## config.mk

```make
export PLATFORM = sky130hd
export DESIGN_NAME = dual_axis_attitude_pid_core
export DESIGN_NICKNAME = d
export VERILOG_FILES = /design/src/daap_pkg.sv /design/src/dual_axis_attitude_pid_core.sv
export SDC_FILE = /design/constraint.sdc
export NUM_CORES = 2
export LEC_CHECK = 0
export BUFFER_PORTS_ARGS = -buffer_cell sky130_fd_sc_hd__buf_2
export CAP_MARGIN = 20
export CORE_UTILIZATION = 30
export CTS_BUF_LIST = sky130_fd_sc_hd__clkbuf_8
export DETAILED_ROUTE_END_ITERATION = 6
export GPL_TIMING_DRIVEN = 0
export SLEW_MARGIN = 0
export SYNTH_ARGS = -nofsm -noshare
export SYNTH_HDL_FRONTEND = slang
export SYNTH_SLANG_ARGS = --single-unit
```

## constraint.sdc

```tcl
create_clock -name clock -period 43.7 [get_ports clock]
set_input_delay 2.185 -clock clock [delete_from_list [all_inputs] [get_ports clock]]
set_output_delay 2.185 -clock clock [all_outputs]
set_load 0.03 [all_outputs]
```

## src/daap_pkg.sv

```systemverilog
// Shared constants and types for the dual-axis attitude PID core.
// Used by the core and by its port checker; depends on nothing else.
package daap_pkg;

   localparam int REQ_DATA_W = 64;
   localparam int RSP_DATA_W = 56;
   localparam int RSP_USER_W = 1;
   localparam int CSR_IDX_W  = 3;
   localparam int CSR_DATA_W = 18;

   localparam int GAIN_W   = 18;
   localparam int CENTRE_W = 8;
   localparam int RAW_W    = 16;
   localparam int TIME_W   = 32;
   localparam int ANG_W    = 13;
   localparam int DRIVE_W  = 14;
   localparam int INTEG_W  = 25;
   localparam int COUNT_W  = 5;

   localparam int PID_PERIOD_MS = 40;
   localparam int ANG_LIMIT     = 2880;
   localparam int SPIKE_LIMIT   = 96;
   localparam int INTEG_WINDOW  = 32;
   localparam int SUM_LIMIT     = 8388608;
   localparam int ROUND_BIAS    = 32768;
   localparam int COUNT_MAX     = 21;
   localparam int SPIKE_START   = 20;
   localparam int DRIVE_MIN     = -128;
   localparam int DRIVE_MAX     = 4208;

   localparam logic [CSR_IDX_W-1:0] REG_KP_PITCH     = 3'd0;
   localparam logic [CSR_IDX_W-1:0] REG_KI_PITCH     = 3'd1;
   localparam logic [CSR_IDX_W-1:0] REG_KD_PITCH     = 3'd2;
   localparam logic [CSR_IDX_W-1:0] REG_KP_ROLL      = 3'd3;
   localparam logic [CSR_IDX_W-1:0] REG_KI_ROLL      = 3'd4;
   localparam logic [CSR_IDX_W-1:0] REG_KD_ROLL      = 3'd5;
   localparam logic [CSR_IDX_W-1:0] REG_PITCH_CENTRE = 3'd6;
   localparam logic [CSR_IDX_W-1:0] REG_ROLL_CENTRE  = 3'd7;

   localparam logic [GAIN_W-1:0]   KP_PITCH_RST     = 18'd16384;
   localparam logic [GAIN_W-1:0]   KI_PITCH_RST     = 18'd66;
   localparam logic [GAIN_W-1:0]   KD_PITCH_RST     = 18'd819;
   localparam logic [GAIN_W-1:0]   KP_ROLL_RST      = 18'd16384;
   localparam logic [GAIN_W-1:0]   KI_ROLL_RST      = 18'd66;
   localparam logic [GAIN_W-1:0]   KD_ROLL_RST      = 18'd737;
   localparam logic [CENTRE_W-1:0] PITCH_CENTRE_RST = 8'd192;
   localparam logic [CENTRE_W-1:0] ROLL_CENTRE_RST  = 8'd129;

   typedef struct packed {
      logic signed [INTEG_W-1:0] integ;
      logic signed [DRIVE_W-1:0] drive;
   } pid_result_type;

endpackage

```

## src/dual_axis_attitude_pid_core.sv

```systemverilog
// Path: a word accepted on req goes to the input register, then to the result register,
// which presents it on rsp; the move waits while the rsp word is stalled.
// Throughput: one word per cycle; req_tready drops only while the rsp word is stalled.
// Reset (synchronous, active high) clears the angle history, sample count, integrators,
// update time stamp and held drives, and loads the gain and centre registers with defaults.
// Depends on daap_pkg for widths, limits and register indexes.
module dual_axis_attitude_pid_core (
   input  logic                                clock,
   input  logic                                reset,
   input  logic                                req_tvalid,
   output logic                                req_tready,
   // pitch_raw[15:0], roll_raw[31:16], now_ms[63:32]
   input  logic [daap_pkg::REQ_DATA_W-1:0]     req_tdata,
   output logic                                rsp_tvalid,
   input  logic                                rsp_tready,
   // pitch_drive[13:0], roll_drive[27:14], filtered_pitch[40:28],
   // filtered_roll[53:41], zero padding[55:54]
   output logic [daap_pkg::RSP_DATA_W-1:0]     rsp_tdata,
   // pid_updated[0]
   output logic [daap_pkg::RSP_USER_W-1:0]     rsp_tuser,
   input  logic                                csr_we,
   input  logic [daap_pkg::CSR_IDX_W-1:0]      csr_index,
   input  logic [daap_pkg::CSR_DATA_W-1:0]     csr_wdata
);

   logic [daap_pkg::GAIN_W-1:0]   kp_pitch_ff, ki_pitch_ff, kd_pitch_ff;
   logic [daap_pkg::GAIN_W-1:0]   kp_roll_ff, ki_roll_ff, kd_roll_ff;
   logic [daap_pkg::CENTRE_W-1:0] pitch_centre_ff, roll_centre_ff;

   logic                             in_valid_ff, in_valid_in;
   logic [daap_pkg::RAW_W-1:0]       in_pitch_ff, in_roll_ff;
   logic [daap_pkg::TIME_W-1:0]      in_now_ff;

   logic                             out_valid_ff, out_valid_in;
   logic [daap_pkg::RSP_DATA_W-1:0]  out_data_ff, out_data_in;
   logic                             out_upd_ff;

   logic signed [daap_pkg::ANG_W-1:0]   prev_pitch_ff, prev_roll_ff;
   logic [daap_pkg::COUNT_W-1:0]        count_ff, count_in;
   logic signed [daap_pkg::INTEG_W-1:0] integ_pitch_ff, integ_roll_ff;
   logic [daap_pkg::TIME_W-1:0]         last_ms_ff;
   logic signed [daap_pkg::DRIVE_W-1:0] hold_pitch_ff, hold_roll_ff;
   logic signed [daap_pkg::DRIVE_W-1:0] hold_pitch_in, hold_roll_in;

   logic                                advance, fire, spike_on, upd;
   logic signed [daap_pkg::ANG_W-1:0]   filt_pitch, filt_roll;
   logic [daap_pkg::TIME_W-1:0]         elapsed;
   daap_pkg::pid_result_type            pitch_step, roll_step;

   function automatic logic signed [daap_pkg::ANG_W-1:0] filter_angle(
      input logic [daap_pkg::RAW_W-1:0]       raw,
      input logic signed [daap_pkg::ANG_W-1:0] prev,
      input logic                             spike_en
   );
      logic signed [daap_pkg::RAW_W:0]   ang;
      logic signed [daap_pkg::RAW_W+1:0] dif;
      logic signed [daap_pkg::ANG_W-1:0] res;
      ang = (daap_pkg::RAW_W+1)'(0) - $signed({raw[daap_pkg::RAW_W-1], raw});
      dif = $signed({ang[daap_pkg::RAW_W], ang})
          - $signed({{(daap_pkg::RAW_W+2-daap_pkg::ANG_W){prev[daap_pkg::ANG_W-1]}}, prev});
      if (spike_en && (dif > $signed((daap_pkg::RAW_W+2)'(daap_pkg::SPIKE_LIMIT)) ||
                       dif < $signed((daap_pkg::RAW_W+2)'(-daap_pkg::SPIKE_LIMIT)))) begin
         res = prev;
      end else if (ang > $signed((daap_pkg::RAW_W+1)'(daap_pkg::ANG_LIMIT)) ||
                   ang < $signed((daap_pkg::RAW_W+1)'(-daap_pkg::ANG_LIMIT))) begin
         res = prev;
      end else begin
         res = ang[daap_pkg::ANG_W-1:0];
      end
      return res;
   endfunction

   function automatic daap_pkg::pid_result_type pid_axis(
      input logic signed [daap_pkg::ANG_W-1:0]   ang,
      input logic signed [daap_pkg::ANG_W-1:0]   prev,
      input logic signed [daap_pkg::INTEG_W-1:0] integ,
      input logic [daap_pkg::GAIN_W-1:0]         kp,
      input logic [daap_pkg::GAIN_W-1:0]         ki,
      input logic [daap_pkg::GAIN_W-1:0]         kd,
      input logic [daap_pkg::CENTRE_W-1:0]       centre
   );
      logic signed [daap_pkg::ANG_W:0]     dif;
      logic signed [30:0]                  p_term;
      logic signed [31:0]                  d_term;
      logic signed [daap_pkg::INTEG_W:0]   i_term, i_sum;
      logic signed [daap_pkg::INTEG_W-1:0] i_new, s_clip;
      logic signed [33:0]                  total;
      logic signed [daap_pkg::INTEG_W:0]   rounded;
      logic signed [9:0]                   steps;
      daap_pkg::pid_result_type            res;
      dif = $signed({ang[daap_pkg::ANG_W-1], ang}) - $signed({prev[daap_pkg::ANG_W-1], prev});
      p_term = $signed({13'd0, kp}) * $signed({{18{ang[daap_pkg::ANG_W-1]}}, ang});
      d_term = $signed({14'd0, kd}) * $signed({{18{dif[daap_pkg::ANG_W]}}, dif});
      i_term = $signed({8'd0, ki}) * $signed({{13{ang[daap_pkg::ANG_W-1]}}, ang});
      i_sum  = $signed({integ[daap_pkg::INTEG_W-1], integ}) + i_term;
      if (ang > $signed(daap_pkg::ANG_W'(-daap_pkg::INTEG_WINDOW)) &&
          ang < $signed(daap_pkg::ANG_W'(daap_pkg::INTEG_WINDOW))) begin
         if (i_sum > $signed((daap_pkg::INTEG_W+1)'(daap_pkg::SUM_LIMIT))) begin
            i_new = $signed(daap_pkg::INTEG_W'(daap_pkg::SUM_LIMIT));
         end else if (i_sum < $signed((daap_pkg::INTEG_W+1)'(-daap_pkg::SUM_LIMIT))) begin
            i_new = $signed(daap_pkg::INTEG_W'(-daap_pkg::SUM_LIMIT));
         end else begin
            i_new = i_sum[daap_pkg::INTEG_W-1:0];
         end
      end else begin
         i_new = '0;
      end
      total = $signed({{3{p_term[30]}}, p_term})
            + $signed({{(34-daap_pkg::INTEG_W){i_new[daap_pkg::INTEG_W-1]}}, i_new})
            + $signed({{2{d_term[31]}}, d_term});
      if (total > $signed(34'(daap_pkg::SUM_LIMIT))) begin
         s_clip = $signed(daap_pkg::INTEG_W'(daap_pkg::SUM_LIMIT));
      end else if (total < $signed(34'(-daap_pkg::SUM_LIMIT))) begin
         s_clip = $signed(daap_pkg::INTEG_W'(-daap_pkg::SUM_LIMIT));
      end else begin
         s_clip = total[daap_pkg::INTEG_W-1:0];
      end
      rounded = $signed({s_clip[daap_pkg::INTEG_W-1], s_clip})
              + $signed((daap_pkg::INTEG_W+1)'(daap_pkg::ROUND_BIAS));
      steps = rounded[daap_pkg::INTEG_W:16];
      res.integ = i_new;
      res.drive = $signed({2'b00, centre, 4'b0000}) - $signed({{4{steps[9]}}, steps});
      return res;
   endfunction

   assign advance    = !out_valid_ff || rsp_tready;
   assign req_tready = !in_valid_ff || advance;
   assign fire       = in_valid_ff && advance;

   assign spike_on   = count_ff > daap_pkg::COUNT_W'(daap_pkg::SPIKE_START);
   assign filt_pitch = filter_angle(in_pitch_ff, prev_pitch_ff, spike_on);
   assign filt_roll  = filter_angle(in_roll_ff, prev_roll_ff, spike_on);
   assign elapsed    = in_now_ff - last_ms_ff;
   assign upd        = elapsed > daap_pkg::TIME_W'(daap_pkg::PID_PERIOD_MS);

   assign pitch_step = pid_axis(filt_pitch, prev_pitch_ff, integ_pitch_ff,
                                kp_pitch_ff, ki_pitch_ff, kd_pitch_ff, pitch_centre_ff);
   assign roll_step  = pid_axis(filt_roll, prev_roll_ff, integ_roll_ff,
                                kp_roll_ff, ki_roll_ff, kd_roll_ff, roll_centre_ff);

   always_comb begin
      in_valid_in = in_valid_ff;
      if (req_tvalid && req_tready) begin
         in_valid_in = 1'b1;
      end else if (fire) begin
         in_valid_in = 1'b0;
      end
      out_valid_in = out_valid_ff;
      if (fire) begin
         out_valid_in = 1'b1;
      end else if (rsp_tready) begin
         out_valid_in = 1'b0;
      end
      count_in = count_ff;
      if (count_ff < daap_pkg::COUNT_W'(daap_pkg::COUNT_MAX)) begin
         count_in = count_ff + daap_pkg::COUNT_W'(1);
      end
      hold_pitch_in = upd ? pitch_step.drive : hold_pitch_ff;
      hold_roll_in  = upd ? roll_step.drive : hold_roll_ff;
      out_data_in   = {2'b00, filt_roll, filt_pitch, hold_roll_in, hold_pitch_in};
   end

   always_ff @(posedge clock) begin
      if (reset) begin
         kp_pitch_ff     <= daap_pkg::KP_PITCH_RST;
         ki_pitch_ff     <= daap_pkg::KI_PITCH_RST;
         kd_pitch_ff     <= daap_pkg::KD_PITCH_RST;
         kp_roll_ff      <= daap_pkg::KP_ROLL_RST;
         ki_roll_ff      <= daap_pkg::KI_ROLL_RST;
         kd_roll_ff      <= daap_pkg::KD_ROLL_RST;
         pitch_centre_ff <= daap_pkg::PITCH_CENTRE_RST;
         roll_centre_ff  <= daap_pkg::ROLL_CENTRE_RST;
      end else if (csr_we) begin
         case (csr_index)
            daap_pkg::REG_KP_PITCH:     kp_pitch_ff     <= csr_wdata;
            daap_pkg::REG_KI_PITCH:     ki_pitch_ff     <= csr_wdata;
            daap_pkg::REG_KD_PITCH:     kd_pitch_ff     <= csr_wdata;
            daap_pkg::REG_KP_ROLL:      kp_roll_ff      <= csr_wdata;
            daap_pkg::REG_KI_ROLL:      ki_roll_ff      <= csr_wdata;
            daap_pkg::REG_KD_ROLL:      kd_roll_ff      <= csr_wdata;
            daap_pkg::REG_PITCH_CENTRE: pitch_centre_ff <= csr_wdata[daap_pkg::CENTRE_W-1:0];
            daap_pkg::REG_ROLL_CENTRE:  roll_centre_ff  <= csr_wdata[daap_pkg::CENTRE_W-1:0];
            default: begin
            end
         endcase
      end
   end

   always_ff @(posedge clock) begin
      if (reset) begin
         in_valid_ff    <= 1'b0;
         out_valid_ff   <= 1'b0;
         prev_pitch_ff  <= '0;
         prev_roll_ff   <= '0;
         count_ff       <= '0;
         integ_pitch_ff <= '0;
         integ_roll_ff  <= '0;
         last_ms_ff     <= '0;
         hold_pitch_ff  <= '0;
         hold_roll_ff   <= '0;
      end else begin
         in_valid_ff  <= in_valid_in;
         out_valid_ff <= out_valid_in;
         if (fire) begin
            prev_pitch_ff <= filt_pitch;
            prev_roll_ff  <= filt_roll;
            count_ff      <= count_in;
            hold_pitch_ff <= hold_pitch_in;
            hold_roll_ff  <= hold_roll_in;
            if (upd) begin
               last_ms_ff     <= in_now_ff;
               integ_pitch_ff <= pitch_step.integ;
               integ_roll_ff  <= roll_step.integ;
            end
         end
      end
   end

   always_ff @(posedge clock) begin
      if (req_tvalid && req_tready) begin
         in_pitch_ff <= req_tdata[15:0];
         in_roll_ff  <= req_tdata[31:16];
         in_now_ff   <= req_tdata[63:32];
      end
      if (fire) begin
         out_data_ff <= out_data_in;
         out_upd_ff  <= upd;
      end
   end

   assign rsp_tvalid = out_valid_ff;
   assign rsp_tdata  = out_data_ff;
   assign rsp_tuser  = out_upd_ff;

endmodule

```

After elaboration in Yosys (flattened, before gate mapping)
Cells that the tools add are included.

Output and inout bits: 59. Bits in registers: 386. Input port bits: 90. Logic and storage cells: 124.

Add/sub/neg operators: 18. Reduce and logical (&&, ||, !) cells: 27. Multiply operators: 6. Order comparisons: 23. Multiplexer cells: 20. Equal/unequal tests: 7.

Operators with widths (count): two-way mux 25 bit (10); adder 32 x 32 -> 33 bit (2); > comparator 33 x 25 -> 1 bit, second input constant (2); < comparator 33 x 24 -> 1 bit, second input constant (2); adder 31 x 25 -> 32 bit (2); multiplier 19 x 14 -> 32 bit (2); multiplier 19 x 13 -> 31 bit (2); adder 25 x 17 -> 26 bit, second input constant (2); adder 25 x 26 -> 26 bit (2); > comparator 26 x 25 -> 1 bit, second input constant (2); < comparator 26 x 24 -> 1 bit, second input constant (2); multiplier 19 x 13 -> 26 bit (2); two-way mux 13 bit (4); > comparator 18 x 8 -> 1 bit, second input constant (2); < comparator 18 x 8 -> 1 bit, second input constant (2); subtractor 17 x 13 -> 18 bit (2); > comparator 17 x 13 -> 1 bit, second input constant (2); < comparator 17 x 13 -> 1 bit, second input constant (2); subtractor 1 x 16 -> 17 bit, first input constant (2); > comparator 32 x 6 -> 1 bit, second input constant (1); subtractor 32 bit (1); two-way mux 14 bit (2); subtractor 13 x 10 -> 14 bit (2); subtractor 13 x 13 -> 14 bit (2); other kinds (15) (45).

Logic depth before layout (Yosys ltp)
Word-level depth: 20. Depth in mapped cells: 93. Depth with buffers taken out: 86.

Worst setup path after synthesis
OpenSTA, ideal clock, no wires.

Kind: reg-to-reg. From: reg in_roll_ff[2] (netlist name). To: reg out_data_ff, in the netlist rsp_tdata[25] (data pin). Period minus slack after synthesis: 19.298 ns. Setup time: 0.260 ns. Setup slack: 24.402 ns. Buffers on the path: 6. Stages on the path, launching flop included: 86. Data required time: 43.440 ns. Data arrival time: 19.038 ns. Path through: edfxtp_1 > nor4_4 > nand2_2 > or4_1 > xor2_1 > ha_1 > and2_1 > a22o_1 > or2_2 > a31o_2 > a31oi_1 > xnor2_1 > or4_1 > o31a_1 > o2bb2ai_2 > buf_6 > buf_4 > nand2_1 > [... 50 more ...] > nor2_1 > nor2b_1 > ha_1 > nand3_1 > inv_1 > nand3_1 > xor2_1 > o21ai_0 > ha_1 > nand2_1 > or3_1 > nor2_1 > o221a_2 > a21oi_1 > a31o_2 > mux2i_1 > xor2_1 > mux2_2.

Word-level cells in the longest chain between the ends: 20. Elaborated cells on any way between the ends: 33. Those cells by class: add/sub (8); mul (3); order compare (10); mux (8); reduce/logical (4).

RTL lines: start: declaration (line dual_axis_attitude_pid_core.sv:31) `logic [daap_pkg::RAW_W-1:0] in_pitch_ff, in_roll_ff;`; start signal: assignment (line dual_axis_attitude_pid_core.sv:222) `in_roll_ff <= req_tdata[31:16];`; subtractor 1 x 16 -> 17 bit * (line dual_axis_attitude_pid_core.sv:58) `ang = (daap_pkg::RAW_W+1)'(0) - $signed({raw[daap_pkg::RAW_W-1], raw});`; subtractor 17 x 13 -> 18 bit (line dual_axis_attitude_pid_core.sv:60) `- $signed({{(daap_pkg::RAW_W+2-daap_pkg::ANG_W){prev[daap_pkg::ANG_W-1]}}, prev});`; > comparator 18 x 8 -> 1 bit or < comparator 18 x 8 -> 1 bit (tied branches) (line dual_axis_attitude_pid_core.sv:61, dual_axis_attitude_pid_core.sv:62); logical OR 1 bit (line dual_axis_attitude_pid_core.sv:61) `if (spike_en && (dif > $signed((daap_pkg::RAW_W+2)'(daap_pkg::SPIKE_LIMIT)) ||`; logical AND 1 bit (line dual_axis_attitude_pid_core.sv:61); two-way mux 13 bit * (line dual_axis_attitude_pid_core.sv:61); via filt_roll (one bit) (line dual_axis_attitude_pid_core.sv:46) `logic signed [daap_pkg::ANG_W-1:0] filt_pitch, filt_roll;`; multiplier 19 x 13 -> 26 bit (line dual_axis_attitude_pid_core.sv:94) `i_term = $signed({8'd0, ki}) * $signed({{13{ang[daap_pkg::ANG_W-1]}}, ang});`; [... 6 more ...]; adder 32 x 32 -> 33 bit * (line dual_axis_attitude_pid_core.sv:110) `+ $signed({{2{d_term[31]}}, d_term});`; < comparator 33 x 24 -> 1 bit (line dual_axis_attitude_pid_core.sv:113) `end else if (total < $signed(34'(-daap_pkg::SUM_LIMIT))) begin`; two-way mux 25 bit (line dual_axis_attitude_pid_core.sv:113); two-way mux 25 bit * (line dual_axis_attitude_pid_core.sv:111) `if (total > $signed(34'(daap_pkg::SUM_LIMIT))) begin`; adder 25 x 17 -> 26 bit * (line dual_axis_attitude_pid_core.sv:119) `+ $signed((daap_pkg::INTEG_W+1)'(daap_pkg::ROUND_BIAS));`; subtractor 13 x 10 -> 14 bit * (line dual_axis_attitude_pid_core.sv:122) `res.drive = $signed({2'b00, centre, 4'b0000}) - $signed({{4{steps[9]}}, steps});`; two-way mux 14 bit * (line dual_axis_attitude_pid_core.sv:159) `hold_roll_in = upd ? roll_step.drive : hold_roll_ff;`; via hold_roll_in (one bit) (line dual_axis_attitude_pid_core.sv:43) `logic signed [daap_pkg::DRIVE_W-1:0] hold_pitch_in, hold_roll_in;`; end signal: assignment (line dual_axis_attitude_pid_core.sv:226) `out_data_ff <= out_data_in;`; end: declaration (line dual_axis_attitude_pid_core.sv:35) `logic [daap_pkg::RSP_DATA_W-1:0] out_data_ff, out_data_in;`.

The timed path passes the listed nets; every way through them passes the cells marked *. A chain may end at the register's enable or synchronous reset.

Worst setup path after layout
From: reg in_roll_ff[0] (netlist name). To: reg out_data_ff, in the netlist rsp_tdata[25] (data pin).

Same word-level chain as after synthesis.

==> impl_metrics.ini <==
[placement]
finalWeightedCongestion = 0.932
io_buffers = 136
dpl.hpwl_um = 202000

[setup_path]
critPathCaptureType = flop
critPathRequiredTime_ns = 44.20
critPathKind = flop to flop
crit_family = compound AO/OA/AOI/OAI gates
startpoint_type = flop
critPathBufInv = 13
slowest_stage = a2111oi_0
cp_max_fo = 11
worstPathArrival_ns = 24.43
max_stage_delay_ns = 0.79

[sta]
rsz0062_at_grt = no
max_freq_ghz = 0.0418
setup_viol_count_final = 0
hold_ws_ns = 0.455
setup_tns_ns = 0
worst_pin_slew_ns = 1.18
slew_viol_final = 0
report.final.hold_viol_count = 0
fin_crit_ns = 23.93
fin_skew_ns = 0.0470
relSlewSlack = 0.212
fin_crit_sh = 0.548

[cts]
cts_tree = yes
cts_setup_buffers = 0
clockBufferDepth = 3
clkTransAtPathRegs_ns = 0.06
cts.hold.buffers_added = 0
cts_buffers = 69
clk_root_buffer_cell = clkbuf_8
ctsResizeCount = 0
clock-sinks = 386
clk_latency_ns = 0.79
htreeDepth = 3

[min_path]
hold_path_class = flop to flop

[flow_run]
max_cap_viol_count = 0

[logic_synthesis]
synth_edf_count = 119
syn_avg_cell_area_um2 = 8.63
syn_inst = 8569
postSynth.asyncResetShare = 0
yosys_warnings = 0
yosysSeqAreaShare = 0.121
ys.flop_type = dfxtp_1
yosys.cell_types.count = 103
synth-seq-cells = 386
synth_area_mm2 = 0.0740

[grt]
grt_max_degree = 43
grt.total_usage = 0.198
grt_pass1_vias = 62214
grt_pass1_wl_um = 376000
grt-ovfl-total = 0
antenna_found_initial = 33

[floorplanning]
fp.dieH_um = 499
initial_core_util = 0.303
row_count = 181
core_area_mm2 = 0.244
fp.dieW_um = 499
die-area_mm2 = 0.249
pin_count = 149

[route]
first_pass_iters = 5
routed_wl_um = 245000
viasPerCell = 5.01
routed-via-count = 60518
drc = 0
detail-route-antenna-nets = 0
wl_per_cell_um = 20.3
drtIter0Drc = 4525

[finish]
fin_util = 0.330
final_cell_mix = inv_1 (1,540), nand2_1 (1,285), fa_1 (1,183)
area_growth_pct = 9.04
finalNetCount = 10840
layout_commonest_cell = inv_1
drive_gt1_frac = 0.0517

[outcome]
status = finished clean
-- registers in the layout, indices dropped and copies added, names as in the netlist, 14 cells and up --
name,cells
integ_roll_ff,25
kd_pitch_ff,18
kp_pitch_ff,18
in_now_ff,32
ki_roll_ff,18
kd_roll_ff,18
in_roll_ff,16
kp_roll_ff,18
ki_pitch_ff,18
hold_roll_ff,14
rsp_tdata,54
in_pitch_ff,16
last_ms_ff,32
hold_pitch_ff,14
integ_pitch_ff,25
-- logic make-up after synthesis --
family          count (synthesis)  share of synthesized area
buf+inv                      1895                     0.0972
flops                         386                      0.121
mux                            70                     0.0102
other cells                     1                  0.0000507
fa+ha+maj                    1942                      0.449
compound gates               1112                     0.0974
simple gates                 2851                      0.189
xor+xnor                      312                     0.0374
-- per-layer routing --
layer,share of wire,wire length [um],vias up,global-route usage
li1,-,-,27657,-
met1,0.41,101000,30349,0.251
met2,0.47,115000,2040,0.328
met3,0.062,15100,466,0.0274
met4,0.055,13500,6,0.0988
met5,0.00014,34,-,0
-- tightest hold or removal path: cells and delay by family (launching register included) --
kind            cells  cell delay (ns)
flops               1             0.31
simple gates        1             0.05
compound gates      1             0.05
-- worst paths after layout --
path,start,to,slack (ns),cells after the start
setup / recovery,in_roll_ff[0]$_DFFE_PP_,rsp_tdata[25]$_DFFE_PP_,19.77,87
hold / removal,hold_roll_ff[1]$_SDFFE_PP0P_,hold_roll_ff[1]$_SDFFE_PP0P_,0.46,2
setup reg to reg,in_roll_ff[0]$_DFFE_PP_,rsp_tdata[25]$_DFFE_PP_,19.77,87
hold reg to reg,hold_roll_ff[1]$_SDFFE_PP0P_,hold_roll_ff[1]$_SDFFE_PP0P_,0.46,2
-- stage by stage --
stage | cells | area [um2] | setup slack [ns]
finish | 12082 | 80700 | 19.77
global route | 12072 | 80600 | 18.57
CTS | 12060 | 80600 | 20.16
detailed placement | 11935 | 79100 | 20.25
global placement | 11908 | 78700 | 19.97
floorplan | 8570 | 74000 | 24.40
-- layout make-up --
cell class | instances | area, um2
Fill cell | 25518 | 163000
Multi-Input combinational cell | 6289 | 58000
Sequential cell | 386 | 8920
Inverter | 1525 | 5720
Tap cell | 3202 | 4010
Buffer | 370 | 1470
Timing Repair Buffer | 167 | 1070
Clock buffer | 77 | 1060
Clock inverter | 48 | 408
Antenna cell | 18 | 45.0
-- cells in the mapped netlist, types with 16 or more instances --
library cell  number  area, um2
inv_1           1524       5720
nand2_1         1285       4820
fa_1            1183      23700
ha_1             759       9500
and2_1           457       2860
a21oi_1          350       1750
clkbuf_1         334       1250
nor2_1           293       1100
dfxtp_1          267       5350
o21ai_0          209       1050
nor2b_1          186       1160
xnor2_1          174       1520
xor2_1           135       1180
edfxtp_1         119       3570
nor3_1            96        480
nand2b_1          89        557
a21o_1            85        638
nand3_1           82        410
or2_2             69        432
a211oi_1          63        473
o21a_1            56        420
nand3b_1          52        390
or3_1             50        313
mux2_2            40        450
a31oi_1           37        231
nand4_1           35        219
and3_1            31        194
nor4_1            31        194
mux2i_1           29        290
a22o_1            28        245
o211ai_1          24        180
o21bai_1          23        173
o31ai_1           23        173
or4_1             23        173
a211o_1           21        184
a2111oi_0         19        166
nor3b_1           18        135
nand4b_1          17        149
o31a_1            17        149
a21boi_0          16        120
Power is left out: the tool's default activity adds up to more than one toggle a clock period on the data nets, which glitch-free logic cannot reach.
